==> config.mk <==
export PLATFORM = sky130hd
export DESIGN_NAME = ibc_vec_cell
export DESIGN_NICKNAME = d
export VERILOG_FILES = /design/src/sv/ibc_pkg.sv /design/src/sv/ibc_vec_cell.sv
export SDC_FILE = /design/constraint.sdc
export NUM_CORES = 1
export LEC_CHECK = 0
export BUFFER_PORTS_ARGS = -buffer_cell sky130_fd_sc_hd__buf_2
export CELL_PAD_IN_SITES_DETAIL_PLACEMENT = 1
export CELL_PAD_IN_SITES_GLOBAL_PLACEMENT = 2
export CORE_MARGIN = 5
export CORE_UTILIZATION = 36
export CTS_CLUSTER_DIAMETER = 80
export DETAILED_ROUTE_END_ITERATION = 6
export PLACE_DENSITY_LB_ADDON = 0.1
export SLEW_MARGIN = 10
export SYNTH_ARGS = -nofsm -noshare
export SYNTH_HDL_FRONTEND = slang
export SYNTH_SLANG_ARGS = --single-unit
==> constraint.sdc <==
create_clock -name i_clk -period 6.1 [get_ports i_clk]
set_clock_uncertainty 0.05 [all_clocks]
set_input_delay 0.915 -clock i_clk [delete_from_list [all_inputs] [get_ports i_clk]]
set_output_delay 0.915 -clock i_clk [all_outputs]
set_load 0.005 [all_outputs]
==> src/sv/ibc_pkg.sv <==
package ibc_pkg;

    localparam int unsigned ANG_W = 32;
    localparam int unsigned VEC_W = 34;
    localparam int unsigned PROD_W = 66;
    localparam int unsigned KINV_Q30 = 652032874;
    localparam int unsigned CFG_AW = 3;
    localparam logic [CFG_AW-1:0] ADDR_GOAL_LAT = 3'd0;
    localparam logic [CFG_AW-1:0] ADDR_GOAL_LON = 3'd4;

    typedef logic [ANG_W-1:0] t_bam;
    typedef logic signed [VEC_W-1:0] t_vec;

    // Arctangent of 2^-k as a 32-bit binary angle.
    function automatic t_bam atan_lut(input logic [4:0] k);
        t_bam r;
        case (k)
            5'd0: r = 32'h20000000;
            5'd1: r = 32'h12E4051E;
            5'd2: r = 32'h09FB385B;
            5'd3: r = 32'h051111D4;
            5'd4: r = 32'h028B0D43;
            5'd5: r = 32'h0145D7E1;
            5'd6: r = 32'h00A2F61E;
            5'd7: r = 32'h00517C55;
            5'd8: r = 32'h0028BE53;
            5'd9: r = 32'h00145F2F;
            5'd10: r = 32'h000A2F98;
            5'd11: r = 32'h000517CC;
            5'd12: r = 32'h00028BE6;
            5'd13: r = 32'h000145F3;
            5'd14: r = 32'h0000A2FA;
            5'd15: r = 32'h0000517D;
            5'd16: r = 32'h000028BE;
            5'd17: r = 32'h0000145F;
            5'd18: r = 32'h00000A30;
            5'd19: r = 32'h00000518;
            5'd20: r = 32'h0000028C;
            5'd21: r = 32'h00000146;
            5'd22: r = 32'h000000A3;
            5'd23: r = 32'h00000051;
            5'd24: r = 32'h00000029;
            5'd25: r = 32'h00000014;
            5'd26: r = 32'h0000000A;
            5'd27: r = 32'h00000005;
            5'd28: r = 32'h00000003;
            5'd29: r = 32'h00000001;
            5'd30: r = 32'h00000001;
            default: r = 32'h00000000;
        endcase
        return r;
    endfunction

endpackage

==> src/sv/ibc_vec_cell.sv <==
// One vectoring-mode CORDIC iteration.
module ibc_vec_cell #(
    parameter int unsigned K = 0
) (
    input  logic                 i_clk,
    input  logic                 i_en,
    input  ibc_pkg::t_vec        i_a,
    input  ibc_pkg::t_vec        i_b,
    input  ibc_pkg::t_bam        i_z,
    output ibc_pkg::t_vec        o_a,
    output ibc_pkg::t_vec        o_b,
    output ibc_pkg::t_bam        o_z
);
    import ibc_pkg::*;

    localparam t_bam ATAN = atan_lut(5'(K % 32));
    t_vec da;
    t_vec db;
    t_vec r_a;
    t_vec r_b;
    t_bam r_z;

    assign da = i_b >>> (K % 32);
    assign db = i_a >>> (K % 32);

    always_ff @(posedge i_clk) begin
        if (i_en) begin
            if (i_b > 0) begin
                r_a <= i_a + da;
                r_b <= i_b - db;
                r_z <= i_z + ATAN;
            end else begin
                r_a <= i_a - da;
                r_b <= i_b + db;
                r_z <= i_z - ATAN;
            end
        end
    end

    assign o_a = r_a;
    assign o_b = r_b;
    assign o_z = r_z;
endmodule

==> metrics <==
Vias=8,773; Synth Area in Compound Gates=25.9%; Mapped Cells=1,057; Die Y=171 um; number of synthesized flops with an enable pin=99; DRC viols=0; I/O Pins=202; commonest non-fill, non-tap cell in the layout=buf_2; post-placement cell count=1,547; Main synth FF type=edfxtp_1; relative slew slack=42.4%; worst-path maximum fanout=17; syn avg cell area=8.82 um2; final setup fails=0; Synth Area in Simple Gates=14.3%; grt total ovfl=0; worst hold start=i_z[1]; ANT nets after route=0; Startpoint Class=primary input; final std cells w/o fill=1,563; Mapped Area=0.00932 mm2; clock slew seen by the registers of the worst setup and hold paths=0.08 ns; Crit path largest cell delay=0.55 ns; standard-cell rows=59; hold_buf cts=0; VDD IR-drop max=124 uV; Final Hold Violating Endpoints=0; Sum Neg Setup Slack=0 ns; Setup WS pre-CTS=1.82 ns; CTS tree=done; Hold WC Path Type=primary input to register; CTS max path bufs=2; Crit-path slowest cell=o31ai_2; Port Buf Inserts=201; die area=0.0292 mm2; Req. time, crit path=6.15 ns; crit path capture type=register; worst hold path endpoint=o_z[1]; post-DR wirelength/cell=22.2 um; critical path class=primary input to register; mux contribution to synthesized area=1.29%; Routability Congestion=0.875; post-synthesis async set-or-reset flop share=0%; chip width=171 um; Root Buffer=clkbuf_16; Synth Area in Adders=14.3%; Layout Nets=1,429; f_max=255 MHz; CP Data Arrival Time=3.98 ns; hold path depth=1; XOR/XNOR Fraction of Synth Area=5.82%; initial antenna violation count=0; layout cells sized above 1=20.5%; largest family of logic cells by synthesized area=compound AO/OA/AOI/OAI gates; commonest cells after routing, fill and taps aside=buf_2 (200), a21oi_1 (120), ha_1 (100), inv_1 (99), edfxtp_1 (99); dpl hpwl=27,600 um; Cell Pwr Density=221 mW/mm2; Syn Nets=1,263; post-synth cell types=81; number of global-route vias before repair=8,776; number of setup buffers added after CTS=0; max_cap viols=0; CTS Buf Count=9; static leakage=4.70 nW; outcome=finished, final reports clean; DR iter-0 viols=576; Ant. Diodes=0; Final Critical Period=3.93 ns; vias per cell=5.61; largest net degree at the start of global routing=55; Initial Utilization=36.2%; router iterations before antenna repair=5; first-pass GRT wire length=52,500 um; Post-CTS Resized=0; Seq/Total Area, Yosys=31.9%; RSZ-0062 raised after global routing=false; worst slew pin tran=0.852 ns; GRT Overall Usage=23.1%; Slew Limit Fails=0; Clock Sink Count=99; register bit count reported by yosys=99; yosys warns=0; DRT Wirelength=34,700 um; Final WS setup=2.17 ns; Layout area overhead=16.9%; CP cell instances=buf_2, inv_1, ha_1, nand2b_1, a221oi_1, o22ai_1, o31ai_2, a2111oi_4, nor4b_2, o31ai_1, xor2_1; core area=0.0258 mm2; Tcrit/Tclk final=64.4%; number of H-tree levels=3
==> Yosys cell counts, types with 4 or more instances <==
library cell	n	area share, %
and2_1	4	0.27
or3_1	6	0.40
o211ai_1	10	0.81
xor2_1	12	1.1
clkinv_1	4	0.16
o21ba_2	4	0.43
nand2b_1	16	1.1
o311a_1	5	0.54
a31oi_1	10	0.67
nor3_1	27	1.4
or2_2	4	0.27
inv_1	100	4.0
buf_2	11	0.59
fa_1	4	0.86
or4_1	7	0.56
o21ai_0	71	3.8
o41ai_1	4	0.38
o21bai_1	21	1.7
clkbuf_1	30	1.2
ha_1	100	13
edfxtp_1	99	32
a211o_1	4	0.38
nand3_1	14	0.75
o21a_1	11	0.89
nor2b_1	11	0.74
a221oi_1	5	0.47
nor2_1	69	2.8
nand2_1	55	2.2
xnor2_1	50	4.7
nand4_1	13	0.87
a211oi_1	9	0.72
a21boi_0	4	0.32
nand3b_1	4	0.32
mux2i_1	12	1.3
a21oi_1	121	6.5
nor3b_1	6	0.48
o31ai_1	13	1.0
a21o_1	23	1.9
nor4_1	15	1.0
buf_1	9	0.36
==> cell type report <==
| type | instances | area [um2] |
|---|---|---|
| Timing Repair Buffer | 206 | 1050 |
| Tap cell | 335 | 419 |
| Sequential cell | 99 | 2970 |
| Fill cell | 3094 | 14900 |
| Multi-Input combinational cell | 801 | 5760 |
| Clock buffer | 9 | 225 |
| Clock inverter | 7 | 86.3 |
| Inverter | 106 | 398 |
==> worst max-delay path by stage <==
stage	start	to	slack (ns)	cells after the start
detailed placement	i_a[12]	o_a[31]	1.82	11
global route	i_a[13]	o_a[31]	2.04	11
floorplan	i_a[0]	o_a[30]	2.58	10
finish	i_a[12]	o_a[31]	2.17	11
CTS	i_a[12]	o_a[31]	2.20	11
global placement	i_a[2]	o_a[26]	1.86	11
==> cells by family after synthesis <==
| logic type | Yosys count |
|---|---|
| flops | 99 |
| xor+xnor | 62 |
| buf+inv | 157 |
| fa+ha+maj | 104 |
| mux | 12 |
| compound gates | 361 |
| simple gates | 262 |
==> worst max-delay path, delay by kind of cell <==
kind	cells	cell delay (ns)
AOI/OAI and AO/OA	5	1.49
and+or+nand+nor	2	0.71
adders and majority gates	1	0.54
buffers and inverters	2	0.17
xor gates and xnor gates	1	0.16
==> where the power goes <==
group	total (W)	internal, W	switching, W
registers	0.000905	0.000875	0.0000294
logic	0.000880	0.000334	0.000546
clock network	0.000625	0.000296	0.000329
total	0.00241	0.00151	0.000905
==> metrics by stage <==
stage	total power (W)	cell area, um2	util (%)	hold WS, ns
floorplan	0.00144	9320	-	0.964
global placement	0.00179	10600	41.1	1.04
detailed placement	0.00180	10600	41.1	1.04
CTS	0.00244	10900	42.3	0.654
global route	0.00255	10900	42.3	0.646
finish	0.00241	10900	42.3	0.672
==> registers in the layout (all words and copies together) (netlist names) <==
name	flops
o_b	33
o_z	32
o_a	34
==> layer usage <==
| metal | global-route usage (%) | up-vias | wire length [um] |
|---|---|---|---|
| li1 | - | 4184 | - |
| met1 | 33.8 | 4287 | 16600 |
| met2 | 36.6 | 278 | 15600 |
| met3 | 3.60 | 24 | 2120 |
| met4 | 3.69 | 0 | 365 |
| met5 | 0 | - | 0 |
No activity file was read; power rests on OpenSTA's default activity.
