File: config.mk
export PLATFORM = sky130hd
export DESIGN_NAME = ibc_bam
export DESIGN_NICKNAME = d
export VERILOG_FILES = /design/src/sv/ibc_pkg.sv /design/src/sv/ibc_bam.sv
export SDC_FILE = /design/constraint.sdc
export NUM_CORES = 2
export LEC_CHECK = 0
export BUFFER_PORTS_ARGS = -buffer_cell sky130_fd_sc_hd__buf_4
export CAP_MARGIN = 0
export CORE_ASPECT_RATIO = 1.75
export CORE_UTILIZATION = 60
export DETAILED_ROUTE_END_ITERATION = 12
export PLACE_DENSITY = 0.8
export SYNTH_ARGS = -nofsm -noshare
export SYNTH_HDL_FRONTEND = slang
export SYNTH_SLANG_ARGS = --single-unit
File: constraint.sdc
create_clock -name i_clk -period 12 [get_ports i_clk]
set_input_delay 2.4 -clock i_clk [delete_from_list [all_inputs] [get_ports i_clk]]
set_output_delay 2.4 -clock i_clk [all_outputs]
set_load 0.02 [all_outputs]
File: src/sv/ibc_pkg.sv
package ibc_pkg;

    localparam int unsigned ANG_W = 32;
    localparam int unsigned VEC_W = 34;
    localparam int unsigned PROD_W = 66;
    localparam int unsigned KINV_Q30 = 652032874;
    localparam int unsigned CFG_AW = 3;
    localparam logic [CFG_AW-1:0] ADDR_GOAL_LAT = 3'd0;
    localparam logic [CFG_AW-1:0] ADDR_GOAL_LON = 3'd4;

    typedef logic [ANG_W-1:0] t_bam;
    typedef logic signed [VEC_W-1:0] t_vec;

    // Arctangent of 2^-k as a 32-bit binary angle.
    function automatic t_bam atan_lut(input logic [4:0] k);
        t_bam r;
        case (k)
            5'd0: r = 32'h20000000;
            5'd1: r = 32'h12E4051E;
            5'd2: r = 32'h09FB385B;
            5'd3: r = 32'h051111D4;
            5'd4: r = 32'h028B0D43;
            5'd5: r = 32'h0145D7E1;
            5'd6: r = 32'h00A2F61E;
            5'd7: r = 32'h00517C55;
            5'd8: r = 32'h0028BE53;
            5'd9: r = 32'h00145F2F;
            5'd10: r = 32'h000A2F98;
            5'd11: r = 32'h000517CC;
            5'd12: r = 32'h00028BE6;
            5'd13: r = 32'h000145F3;
            5'd14: r = 32'h0000A2FA;
            5'd15: r = 32'h0000517D;
            5'd16: r = 32'h000028BE;
            5'd17: r = 32'h0000145F;
            5'd18: r = 32'h00000A30;
            5'd19: r = 32'h00000518;
            5'd20: r = 32'h0000028C;
            5'd21: r = 32'h00000146;
            5'd22: r = 32'h000000A3;
            5'd23: r = 32'h00000051;
            5'd24: r = 32'h00000029;
            5'd25: r = 32'h00000014;
            5'd26: r = 32'h0000000A;
            5'd27: r = 32'h00000005;
            5'd28: r = 32'h00000003;
            5'd29: r = 32'h00000001;
            5'd30: r = 32'h00000001;
            default: r = 32'h00000000;
        endcase
        return r;
    endfunction

endpackage

File: src/sv/ibc_bam.sv
// Degree units of 1e-7 to a 32-bit binary angle, rounded half away from zero.
// Registered three times: reciprocal product, quotient estimate, then the
// remainder correction and the sign.
module ibc_bam (
    input  logic                 i_clk,
    input  logic                 i_en,
    input  logic signed [31:0]   i_deg,
    output ibc_pkg::t_bam        o_bam
);
    import ibc_pkg::*;

    // q = floor((mag * 2^28 + 112500000) / 225000000)
    localparam logic [33:0] RECIP = 34'd5124095576; // floor(2^32 * 2^32 / 3.6e9)
    localparam logic [31:0] DIV_C = 32'd225000000;
    localparam logic [31:0] HALF_C = 32'd112500000;
    logic [31:0] mag;
    logic [65:0] n_prod;
    logic [65:0] r_prod;
    logic [3:0]  r_mag_lo;
    logic        r_neg;
    logic        r_neg2;
    logic [31:0] n_q;
    logic [31:0] r_q;
    logic [31:0] r_num;
    logic [31:0] rem;
    logic [31:0] q_fix;
    logic [31:0] r_bam;

    assign mag = i_deg[31] ? 32'(-i_deg) : i_deg;
    assign n_prod = 66'(mag) * 66'(RECIP);

    // The truncated reciprocal never overshoots, so the estimate is either
    // the exact quotient or one below it.
    assign n_q = 32'((r_prod + (66'd1 << 31)) >> 32);

    // The true remainder is below twice the divisor, so its low 32 bits suffice.
    assign rem = r_num - r_q * DIV_C;
    assign q_fix = (rem >= DIV_C) ? r_q + 32'd1 : r_q;

    always_ff @(posedge i_clk) begin
        if (i_en) begin
            r_prod <= n_prod;
            r_mag_lo <= mag[3:0];
            r_neg <= i_deg[31];
            r_q <= n_q;
            r_num <= {r_mag_lo, 28'd0} + HALF_C;
            r_neg2 <= r_neg;
            r_bam <= r_neg2 ? 32'd0 - q_fix : q_fix;
        end
    end

    assign o_bam = r_bam;
endmodule

==> results.cfg <==
[status]
status = completed

[worst_setup_path]
arrival_ns = 11.77
critical-path-max-stage-delay_ns = 0.55
crit_path_start = i_deg[4]
critical_path_required_ns = 12.13
rr_endpoint = o_bam[24]$_DFFE_PP_
rr_worst_depth = 35
worstPathMaxFanout = 5
slowest_stage = fa_1
rrSetupSlack_ns = 1.52
r2r_start = r_q[6]$_DFFE_PP_
path_common_cell = fa_1
worstSetupPathType = input port to flip-flop
start_kind = input port
critPathCapture = r_prod[56]$_DFFE_PP_
crit_path_end_kind = flip-flop

[synthesis]
postSynthCellCount = 2756
syn_nets = 3818
syn_area_per_cell_sq_um = 10.4
synth.distinct_cells = 89
synth_edf_count = 107
syn-cell-area_sq_um = 28700
yosysSeqAreaShare = 0.112
async_flop_share = 0
ys.flop_type = edfxtp_1
synth-seq-cells = 107
yosys_warnings = 0

[global_routing]
grt_pass1_vias = 23100
grt_max_degree = 78
grt_overflow = 0
grt_pass1_wl_mm = 127
grt.total_usage = 0.354
antenna_found_initial = 0

[timing]
tightest_slew_ns = 1.00
slew_violations = 0
finalHoldViolCount = 0
max_freq_mhz = 85.9
setup_viol = 0
period_minus_slack_ns = 11.63
fin_skew_ns = 0.0184
fin_crit_sh = 0.970
relSlewSlack = 0.332

[placement]
place_congestion = 1.12
dp_hpwl_mm = 72.8
io_buffers = 65
place_inst = 3528

[layout]
seq_area_sq_um = 3210
diodes = 0
fillCellCount = 3692
final-instance-count-excl-fill = 3546
fin_nets = 4015
area_growth_pct = 9.46
drive_gt1_frac = 0.100
multi_input_area_sq_um = 22800

[cts]
cts_tree = done
cts.sinks = 107
clockBufferDepth = 2
h-tree-depth = 3
numCtsBuffers = 9
clk_pin_slew_ns = 0.10
clk_latency_ns = 0.37
cts_root_buf = clkbuf_16

[detailed_routing]
wl_mm = 82.7
drcViolationCount = 0
wl_per_cell_microns = 23.3
drt_iter0_markers = 1089
via_per_inst = 5.79
ant_nets = 0
first_pass_iters = 6
vias = 20500

[floorplanning]
fp.dieW_microns = 167
fp-row-count = 105
die_y_microns = 292
coreArea_sq_um = 47000
io_pins = 66
dieArea_sq_um = 48800
start_util = 0.611

[hold_path]
hp-class = flip-flop to flip-flop

[run]
maxCapViolations = 0
-- how the worst min path moves through the flow --
stage / slack, ns / end / startpoint / cells past startpoint
global placement: 0.41 / r_num[29]$_DFFE_PP_ / r_mag_lo[1]$_DFFE_PP_ / 0
floorplan: 0.40 / r_neg2$_DFFE_PP_ / r_neg$_DFFE_PP_ / 0
global route: 0.43 / r_num[31]$_DFFE_PP_ / r_mag_lo[3]$_DFFE_PP_ / 0
detailed placement: 0.41 / r_num[31]$_DFFE_PP_ / r_mag_lo[3]$_DFFE_PP_ / 0
CTS: 0.43 / r_num[31]$_DFFE_PP_ / r_mag_lo[3]$_DFFE_PP_ / 0
finish: 0.43 / r_num[31]$_DFFE_PP_ / r_mag_lo[3]$_DFFE_PP_ / 0
-- critical path, delay by kind of cell --
kind | cells | cell delay (ns)
AOI/OAI and AO/OA | 8 | 1.94
xor gates and xnor gates | 2 | 0.32
adders and majority gates | 9 | 4.29
buffers and inverters | 9 | 0.81
and+or+nand+nor | 10 | 2.03
-- per-layer routing --
layer / up-vias / wire [microns] / track usage
li1: 9201 / - / -
met1: 10400 / 26900 / 0.349
met3: 327 / 3320 / 0.0428
met4: 0 / 8430 / 0.297
met2: 629 / 44100 / 0.654
met5: - / 0 / 0
-- kinds of logic after synthesis --
group	share of synthesized area
simple gates	0.0676
compound gates	0.0720
flops	0.112
mux	0.00183
xor+xnor	0.0605
buf+inv	0.101
fa+ha+maj	0.585
-- cells in the final DEF, fill, tap and decap left out, types with 54 or more instances in the layout --
cell	n
ha_1	499
nand2_1	85
xnor2_1	136
fa_1	527
a21oi_1	54
inv_1	742
xor2_1	54
edfxtp_1	107
nor2_1	77
buf_4	206
-- synth_stat cells, drive strengths merged (15+ instances only) --
master    n  share of area
and3     25         0.0054
or3      19         0.0043
and2     19         0.0041
clkbuf   16         0.0021
ha      501           0.22
a21o     22         0.0058
nor2     78          0.010
edfxtp  107           0.11
nand3    39         0.0070
fa      527           0.37
nand2    85          0.011
nor3     30         0.0058
inv     746          0.097
o21ai    51         0.0090
o21a     15         0.0039
a21oi    58          0.010
xor2     57          0.017
xnor2   139          0.043
o31ai    17         0.0053
-- repair_timing --
| action | 4_1_cts | 5_1_grt |
|---|---|---|
| resized for setup | 2 | 28 |
| pin swaps | 0 | 22 |
| hold buffers | 0 | 0 |
| setup endpoints to repair | 2 | 12 |
| hold endpoints to repair | 0 | 0 |
| buffers inserted | 0 | 2 |
-- per-stage QoR --
step,utilization,hold slack (ns),cell area [sq um],setup TNS (ns),setup WS [ns]
finish,0.669,0.425,31500,0,0.365
global route,0.669,0.431,31500,-0.00498,-0.00442
CTS,0.666,0.425,31300,0,0.0653
detailed placement,0.659,0.406,31000,-2.84,-0.451
global placement,0.659,0.407,31000,-1.50,-0.320
floorplan,-,0.400,28800,0,0.00860
-- registers in the layout, indices dropped and copies added (netlist names) --
| signal | count |
|---|---|
| r_num | 4 |
| r_neg2 | 1 |
| r_mag_lo | 4 |
| r_q | 32 |
| r_prod | 33 |
| r_neg | 1 |
| o_bam | 32 |
-- layout make-up --
type / count / share of cell area
clock buffers: 9 / 0.00716
clock inverters: 7 / 0.00314
inverters: 747 / 0.0891
multi-input cells: 1879 / 0.724
flip-flops and latches: 107 / 0.102
well taps: 588 / 0.0234
repair buffers: 209 / 0.0511
Power is left out: the tool's default activity adds up to more than one toggle a clock period on the data nets, which glitch-free logic cannot reach.
