[src/sv/ibc_pkg.sv]
package ibc_pkg;

    localparam int unsigned ANG_W = 32;
    localparam int unsigned VEC_W = 34;
    localparam int unsigned PROD_W = 66;
    localparam int unsigned KINV_Q30 = 652032874;
    localparam int unsigned CFG_AW = 3;
    localparam logic [CFG_AW-1:0] ADDR_GOAL_LAT = 3'd0;
    localparam logic [CFG_AW-1:0] ADDR_GOAL_LON = 3'd4;

    typedef logic [ANG_W-1:0] t_bam;
    typedef logic signed [VEC_W-1:0] t_vec;

    // Arctangent of 2^-k as a 32-bit binary angle.
    function automatic t_bam atan_lut(input logic [4:0] k);
        t_bam r;
        case (k)
            5'd0: r = 32'h20000000;
            5'd1: r = 32'h12E4051E;
            5'd2: r = 32'h09FB385B;
            5'd3: r = 32'h051111D4;
            5'd4: r = 32'h028B0D43;
            5'd5: r = 32'h0145D7E1;
            5'd6: r = 32'h00A2F61E;
            5'd7: r = 32'h00517C55;
            5'd8: r = 32'h0028BE53;
            5'd9: r = 32'h00145F2F;
            5'd10: r = 32'h000A2F98;
            5'd11: r = 32'h000517CC;
            5'd12: r = 32'h00028BE6;
            5'd13: r = 32'h000145F3;
            5'd14: r = 32'h0000A2FA;
            5'd15: r = 32'h0000517D;
            5'd16: r = 32'h000028BE;
            5'd17: r = 32'h0000145F;
            5'd18: r = 32'h00000A30;
            5'd19: r = 32'h00000518;
            5'd20: r = 32'h0000028C;
            5'd21: r = 32'h00000146;
            5'd22: r = 32'h000000A3;
            5'd23: r = 32'h00000051;
            5'd24: r = 32'h00000029;
            5'd25: r = 32'h00000014;
            5'd26: r = 32'h0000000A;
            5'd27: r = 32'h00000005;
            5'd28: r = 32'h00000003;
            5'd29: r = 32'h00000001;
            5'd30: r = 32'h00000001;
            default: r = 32'h00000000;
        endcase
        return r;
    endfunction

endpackage

[src/sv/ibc_rot_cell.sv]
// One rotation-mode CORDIC iteration.
module ibc_rot_cell #(
    parameter int unsigned K = 0
) (
    input  logic                 i_clk,
    input  logic                 i_en,
    input  ibc_pkg::t_vec        i_x,
    input  ibc_pkg::t_vec        i_y,
    input  logic signed [32:0]   i_z,
    input  logic                 i_flip,
    output ibc_pkg::t_vec        o_x,
    output ibc_pkg::t_vec        o_y,
    output logic signed [32:0]   o_z,
    output logic                 o_flip
);
    import ibc_pkg::*;

    localparam logic signed [32:0] ATAN = 33'(atan_lut(5'(K % 32)));
    t_vec dx;
    t_vec dy;
    t_vec r_x;
    t_vec r_y;
    logic signed [32:0] r_z;
    logic r_flip;

    assign dx = i_y >>> (K % 32);
    assign dy = i_x >>> (K % 32);

    always_ff @(posedge i_clk) begin
        if (i_en) begin
            if (!i_z[32]) begin
                r_x <= i_x - dx;
                r_y <= i_y + dy;
                r_z <= i_z - ATAN;
            end else begin
                r_x <= i_x + dx;
                r_y <= i_y - dy;
                r_z <= i_z + ATAN;
            end
            r_flip <= i_flip;
        end
    end

    assign o_x = r_x;
    assign o_y = r_y;
    assign o_z = r_z;
    assign o_flip = r_flip;
endmodule

[config.mk]
export PLATFORM = sky130hd
export DESIGN_NAME = ibc_rot_cell
export DESIGN_NICKNAME = d
export VERILOG_FILES = /design/src/sv/ibc_pkg.sv /design/src/sv/ibc_rot_cell.sv
export SDC_FILE = /design/constraint.sdc
export NUM_CORES = 1
export LEC_CHECK = 0
export BUFFER_PORTS_ARGS = -buffer_cell sky130_fd_sc_hd__buf_2
export CAP_MARGIN = 20
export CORE_MARGIN = 4
export CORE_UTILIZATION = 50
export DETAILED_ROUTE_END_ITERATION = 8
export HOLD_SLACK_MARGIN = 0.08
export PLACE_DENSITY = 0.88
export RECOVER_POWER = 50
export SYNTH_ARGS = -nofsm -noshare
export SYNTH_HDL_FRONTEND = slang
export SYNTH_SLANG_ARGS = --single-unit
[constraint.sdc]
create_clock -name i_clk -period 3.2 [get_ports i_clk]
set_input_delay 0.32 -clock i_clk [delete_from_list [all_inputs] [get_ports i_clk]]
set_output_delay 0.32 -clock i_clk [all_outputs]
set_load 0.05 [all_outputs]
==> flow_summary.toml, run 1 <==
[outcome]
status = "finished with violations"
failed_checks = "max-capacitance violations, max-slew violations"

[floorplan]
core-area_um2 = 17400
die-area_um2 = 20100
fp.dieH_um = 142
io_pins = 206
start_util_pct = 51.4
row_count = 48
die_w_um = 142

[routing]
vias_per_cell = 5.77
firstDrtPassIters = 6
ant_nets = 0
drt-total-wl_um = 28000
vias = 8920
wl_per_cell_um = 18.1
post-route-drc-count = 0
first_iter_violations = 966

[global_route]
met3_usage_pct = 4.21
grt_pass1_vias = 8609
antenna_found_initial = 0
top_usage_layer = "met2"
grt_max_degree = 77
grt_use_met1_pct = 35.7
grt_overflow = 0
use_met2_pct = 45.3
grt_pass1_wl_um = 43700
grtUsageTotal_pct = 27.0

[timing]
relSlewSlack_pct = -54.9
hold_viol_final = 0
final_min_period_over_clock_period_pct = 95.8
maxSlewViolCount = 46
tightest_slew_ps = 2320
max_freq_mhz = 326
post-route-min-period_ps = 3070
setup_viol = 0
rsz0062_at_grt = "false"

[logic_synthesis]
synth_nets = 1226
synth-edff-count = 101
ys.warnings.count = 0
synth.avg_cell_area_um2 = 8.80
synth_area_um2 = 8950
async_flop_share_pct = 0
yosysSeqAreaShare_pct = 33.9
ys.flop_type = "edfxtp_1"
synth-seq-cells = 101
syn_inst = 1017
synthDistinctLibCells = 77

[clock_tree]
post_cts_resize_count = 0
post_cts_buffers = 0
clk_pin_slew_worst_paths_ps = 80
ctsHoldBuffers = 0
numClockSinks = 101
cts_tree = "done"
cts_buffers = 9
htree_levels = 3
cts_root_buf = "clkbuf_16"
cts_buffer_depth = 2

[setup_path]
arrival_ps = 3180
cp_data_required_time_ps = 3310
critical_path_class = "in -> reg"
crit_path_max_fanout = 3
end_kind = "register"
cp-start-kind = "primary input"

[power_and_ir_drop]
powerDensity_nw_per_um2 = 464
p_leak_nw = 5.22
peakVddDrop_uv = 316
power.switching_mw = 2.22
power_frac_seq_pct = 33.5
p_int_mw = 3.01
comb_power_share_pct = 45.2
p_sw_share_pct = 42.4
clkPwrFrac_pct = 21.3

[layout]
utilization_pct = 64.8
area_growth_pct = 26.0
final_layout_size_suffix_gt1_share_pct = 26.7
final_nets = 1524
postLayoutCellArea_um2 = 11300
antenna_cells = 0
fillCellCount = 1459

[placement]
dpl.hpwl_um = 22700
place_area_um2 = 11000
place_congestion = 1.00
portBuffers = 205

[hold_path]
hold_path_class = "in -> reg"

[flow_run]
maxCapViolCount = 1
==> logic make-up after synthesis <==
family          synth area share (%)
fa+ha+maj                       15.0
flops                           33.9
xor+xnor                        5.97
buf+inv                         6.86
simple gates                    13.3
mux                             1.82
compound gates                  23.2
==> sequential cells by signal, indices dropped and copies added (netlist names) <==
| register | cells |
|---|---|
| o_flip | 1 |
| o_x | 34 |
| o_y | 33 |
| o_z | 33 |
==> cell usage in the layout (no fill, tap or decap), types with 47 or more instances in the layout <==
cell and n:
a21oi_1 121, edfxtp_1 101, inv_1 104, ha_1 101, buf_4 119, nor2_1 96, o21ai_0 68, xnor2_1 47
buf_2 182, nand2_1 56
==> power groups by stage <==
stage          clock network, mW  registers, mW  logic (mW)
2_1_floorplan                  0           2.43       0.905
3_3_place_gp                   0           1.77        2.32
3_5_place_dp                   0           1.78        2.35
4_1_cts                     1.13           1.75        2.36
6_report                    1.11           1.75        2.37
5_1_grt                     1.18           1.77        2.52
==> worst max-delay path, stage by stage <==
cell and delay, ps:
clkbuf_1 110, ha_1 200, fa_1 220, or3b_1 400
a311o_1 380, a21oi_2 280, o21bai_2 130, a31oi_1 250
o311ai_1 140, buf_4 160, nand2_2 70, o41ai_1 60
or4b_1 460
==> cell type report <==
| class | instances | area [um^2] | share of cell area (%) |
|---|---|---|---|
| repair buffers | 330 | 1950 | 17.3 |
| clock buffers | 9 | 225 | 2.00 |
| clock inverters | 7 | 67.6 | 0.599 |
| flip-flops and latches | 101 | 3030 | 26.9 |
| inverters | 111 | 417 | 3.69 |
| multi-input cells | 762 | 5300 | 47.0 |
| well taps | 225 | 282 | 2.50 |
==> worst paths after layout <==
| check | from | depth (start not counted) | to | slack, ps |
|---|---|---|---|---|
| max | i_y[0] | 13 | o_y[30] | 130 |
| min | i_z[11] | 1 | o_z[11] | 130 |
==> metrics by stage <==
stage / worst slack (ps) / hold slack (ps) / setup TNS, ps / power [mW] / instances
final: 134 / 131 / 0 / 5.23 / 1545
after floorplan: 231 / 419 / 0 / 3.34 / 1017
after global placement: -51.7 / 496 / -54.8 / 4.09 / 1529
after detailed placement: -167 / 498 / -491 / 4.13 / 1529
after CTS: 214 / 125 / 0 / 5.24 / 1545
after global routing: 28.7 / 123 / 0 / 5.47 / 1545
==> synthesized netlist by cell type (8+ instances only) <==
cell	count	share of area (%)
o21bai_1	19	1.6
nor2_1	96	4.0
nor2b_1	8	0.56
nand2b_1	13	0.91
o21ai_0	68	3.8
nand4_1	8	0.56
ha_1	101	14
buf_1	9	0.38
o31ai_1	10	0.84
xnor2_1	47	4.6
mux2i_1	14	1.6
a21oi_1	121	6.8
nor3_1	20	1.1
edfxtp_1	101	34
clkbuf_1	19	0.80
o211ai_1	10	0.84
nand2_1	56	2.3
a211oi_1	9	0.75
xor2_1	14	1.4
inv_1	104	4.4
nand3_1	9	0.50
buf_2	11	0.62
a21o_1	18	1.5
==> per-layer routing <==
metal | vias up | wire length (um)
met5 | - | 0
met1 | 4126 | 11500
met3 | 73 | 2690
li1 | 4210 | -
met4 | 0 | 829
met2 | 511 | 13000
(Power assumes the default switching activity.)
==> run 2: changes to the inputs <==
Settings changed: BUFFER_PORTS_ARGS -buffer_cell sky130_fd_sc_hd__buf_2 to default, CORE_UTILIZATION 50 to 51, CTS_CLUSTER_SIZE from default to 24, DONT_BUFFER_PORTS from default to 1, PLACE_DENSITY 0.88 to 0.79.
==> flow_summary.toml, run 2 (synthesis results as in run 1) <==
[clock_tree]
cts_root_buf = "clkbuf_16"
clk_pin_slew_worst_paths_ps = 80
post_cts_buffers = 0
cts_buffer_depth = 2
htree_levels = 3
cts_tree = "done"
numClockSinks = 101
cts_buffers = 9

[routing]
ant_nets = 0
vias = 8084
met2_length_um = 12700
highest_layer = "met4"
drt-total-wl_um = 26600
first_iter_violations = 866
firstDrtPassIters = 8
routed-wl-met3_um = 2120
vias_per_cell = 6.02
wl_met1_um = 11100
post-route-drc-count = 0
wl_per_cell_um = 19.8

[global_route]
grt_overflow = 0
grt_max_degree = 101
grt_pass1_vias = 7703
grt_pass1_wl_um = 41500
grtUsageTotal_pct = 26.0
antenna_found_initial = 0

[timing]
maxSlewViolCount = 0
setup_viol = 0
finalSetupTns_ps = 0
worst_slack_ps = 235
tightest_slew_ps = 884
holdWs_ps = 105
final_min_period_over_clock_period_pct = 92.7
max_freq_mhz = 337
hold_viol_final = 0
relSlewSlack_pct = 41.0
rsz0062_at_grt = "false"
post-route-min-period_ps = 2970

[layout]
finalNonFillerCells = 1342
final_cell_mix = "121 x a21oi_1, 104 x inv_1, 101 x ha_1, 101 x edfxtp_1, 96 x nor2_1"
final_nets = 1321
largest_reg_flops = 34
final_layout_size_suffix_gt1_share_pct = 12.4
final_common_cell = "a21oi_1"
area_growth_pct = 15.7
antenna_cells = 0

[power_and_ir_drop]
p_int_mw = 2.87
power_frac_seq_pct = 49.8
powerDensity_nw_per_um2 = 475
power.switching_mw = 2.05
clkPwrFrac_pct = 21.9
p_sw_share_pct = 41.7
power_mw = 4.92
comb_power_share_pct = 28.3
p_leak_nw = 4.45
peakVddDrop_uv = 280

[floorplan]
die_w_um = 140
io_pins = 206
core-area_um2 = 17200
start_util_pct = 51.9
fp.dieH_um = 140
die-area_um2 = 19700
row_count = 48

[setup_path]
startpoint = "i_x[18]"
slowest_stage = "or4_4"
critPathMaxStageDelay_ps = 570
end_kind = "register"
crit_path_max_fanout = 5
cp_cell_sequence = "inv_1, ha_1, or4_4, nor4_1, o211ai_1, o21bai_2, a31oi_1, o311ai_1, nand2_2, o41ai_1, or4b_1"
cp_data_required_time_ps = 3300
cp-start-kind = "primary input"
critical_path_class = "in -> reg"
arrival_ps = 3070

[placement]
pre_cts_ws_ps = -101
dp.cells = 1291
place_congestion = 0.955
dpl.hpwl_um = 20800
portBuffers = 0

[hold_path]
min_from = "i_z[29]"
hold_path_class = "in -> reg"

[flow_run]
maxCapViolCount = 0

[outcome]
status = "complete, no violations"
==> run 2: stage by stage <==
step           util [%]  cell area, um^2
6_report           60.1            10400
4_1_cts            59.9            10300
2_1_floorplan         -             8950
3_3_place_gp       56.4             9720
5_1_grt            60.1            10400
3_5_place_dp       56.4             9720
==> run 2: critical path: cells and delay by family <==
family                     cells  cell delay, ps
buffers and inverters          1              20
adders and majority gates      1             360
and+or+nand+nor                4            1440
AOI/OAI and AO/OA              5             930
==> run 2: path summary, 6_finish.rpt <==
| kind | to | slack [ps] | cells after the start |
|---|---|---|---|
| worst max-delay path | o_y[30] | 230 | 11 |
| worst min-delay path | o_z[29] | 100 | 1 |
==> run 2: final cells by class <==
| type | instances | area (um^2) |
|---|---|---|
| clock buffers | 9 | 225 |
| clock inverters | 7 | 56.3 |
| fillers | 1499 | 6880 |
| inverters | 111 | 417 |
| multi-input cells | 762 | 5300 |
| flip-flops and latches | 101 | 3030 |
| well taps | 225 | 282 |
| repair buffers | 127 | 1040 |
==> run 2: power by group through the flow <==
stage / registers [mW] / logic (mW) / clock network, mW
2_1_floorplan: 2.43 / 0.905 / 0
3_3_place_gp: 2.47 / 1.31 / 0
3_5_place_dp: 2.48 / 1.32 / 0
4_1_cts: 2.45 / 1.37 / 1.09
5_1_grt: 2.46 / 1.52 / 1.17
6_report: 2.45 / 1.39 / 1.08
==> run 2: metal layers <==
metal  vias up  global-route usage [%]
met2       371                    43.2
met3        53                    5.53
met5         -                       0
met1      3850                    34.2
li1       3810                       -
met4         0                    8.01
==> run 2: timing repair <==
action	in CTS	in global routing
hold buffers	31	4
endpoints found under the setup margin	0	0
endpoints found under the hold margin	48	3
resized for setup	0	0
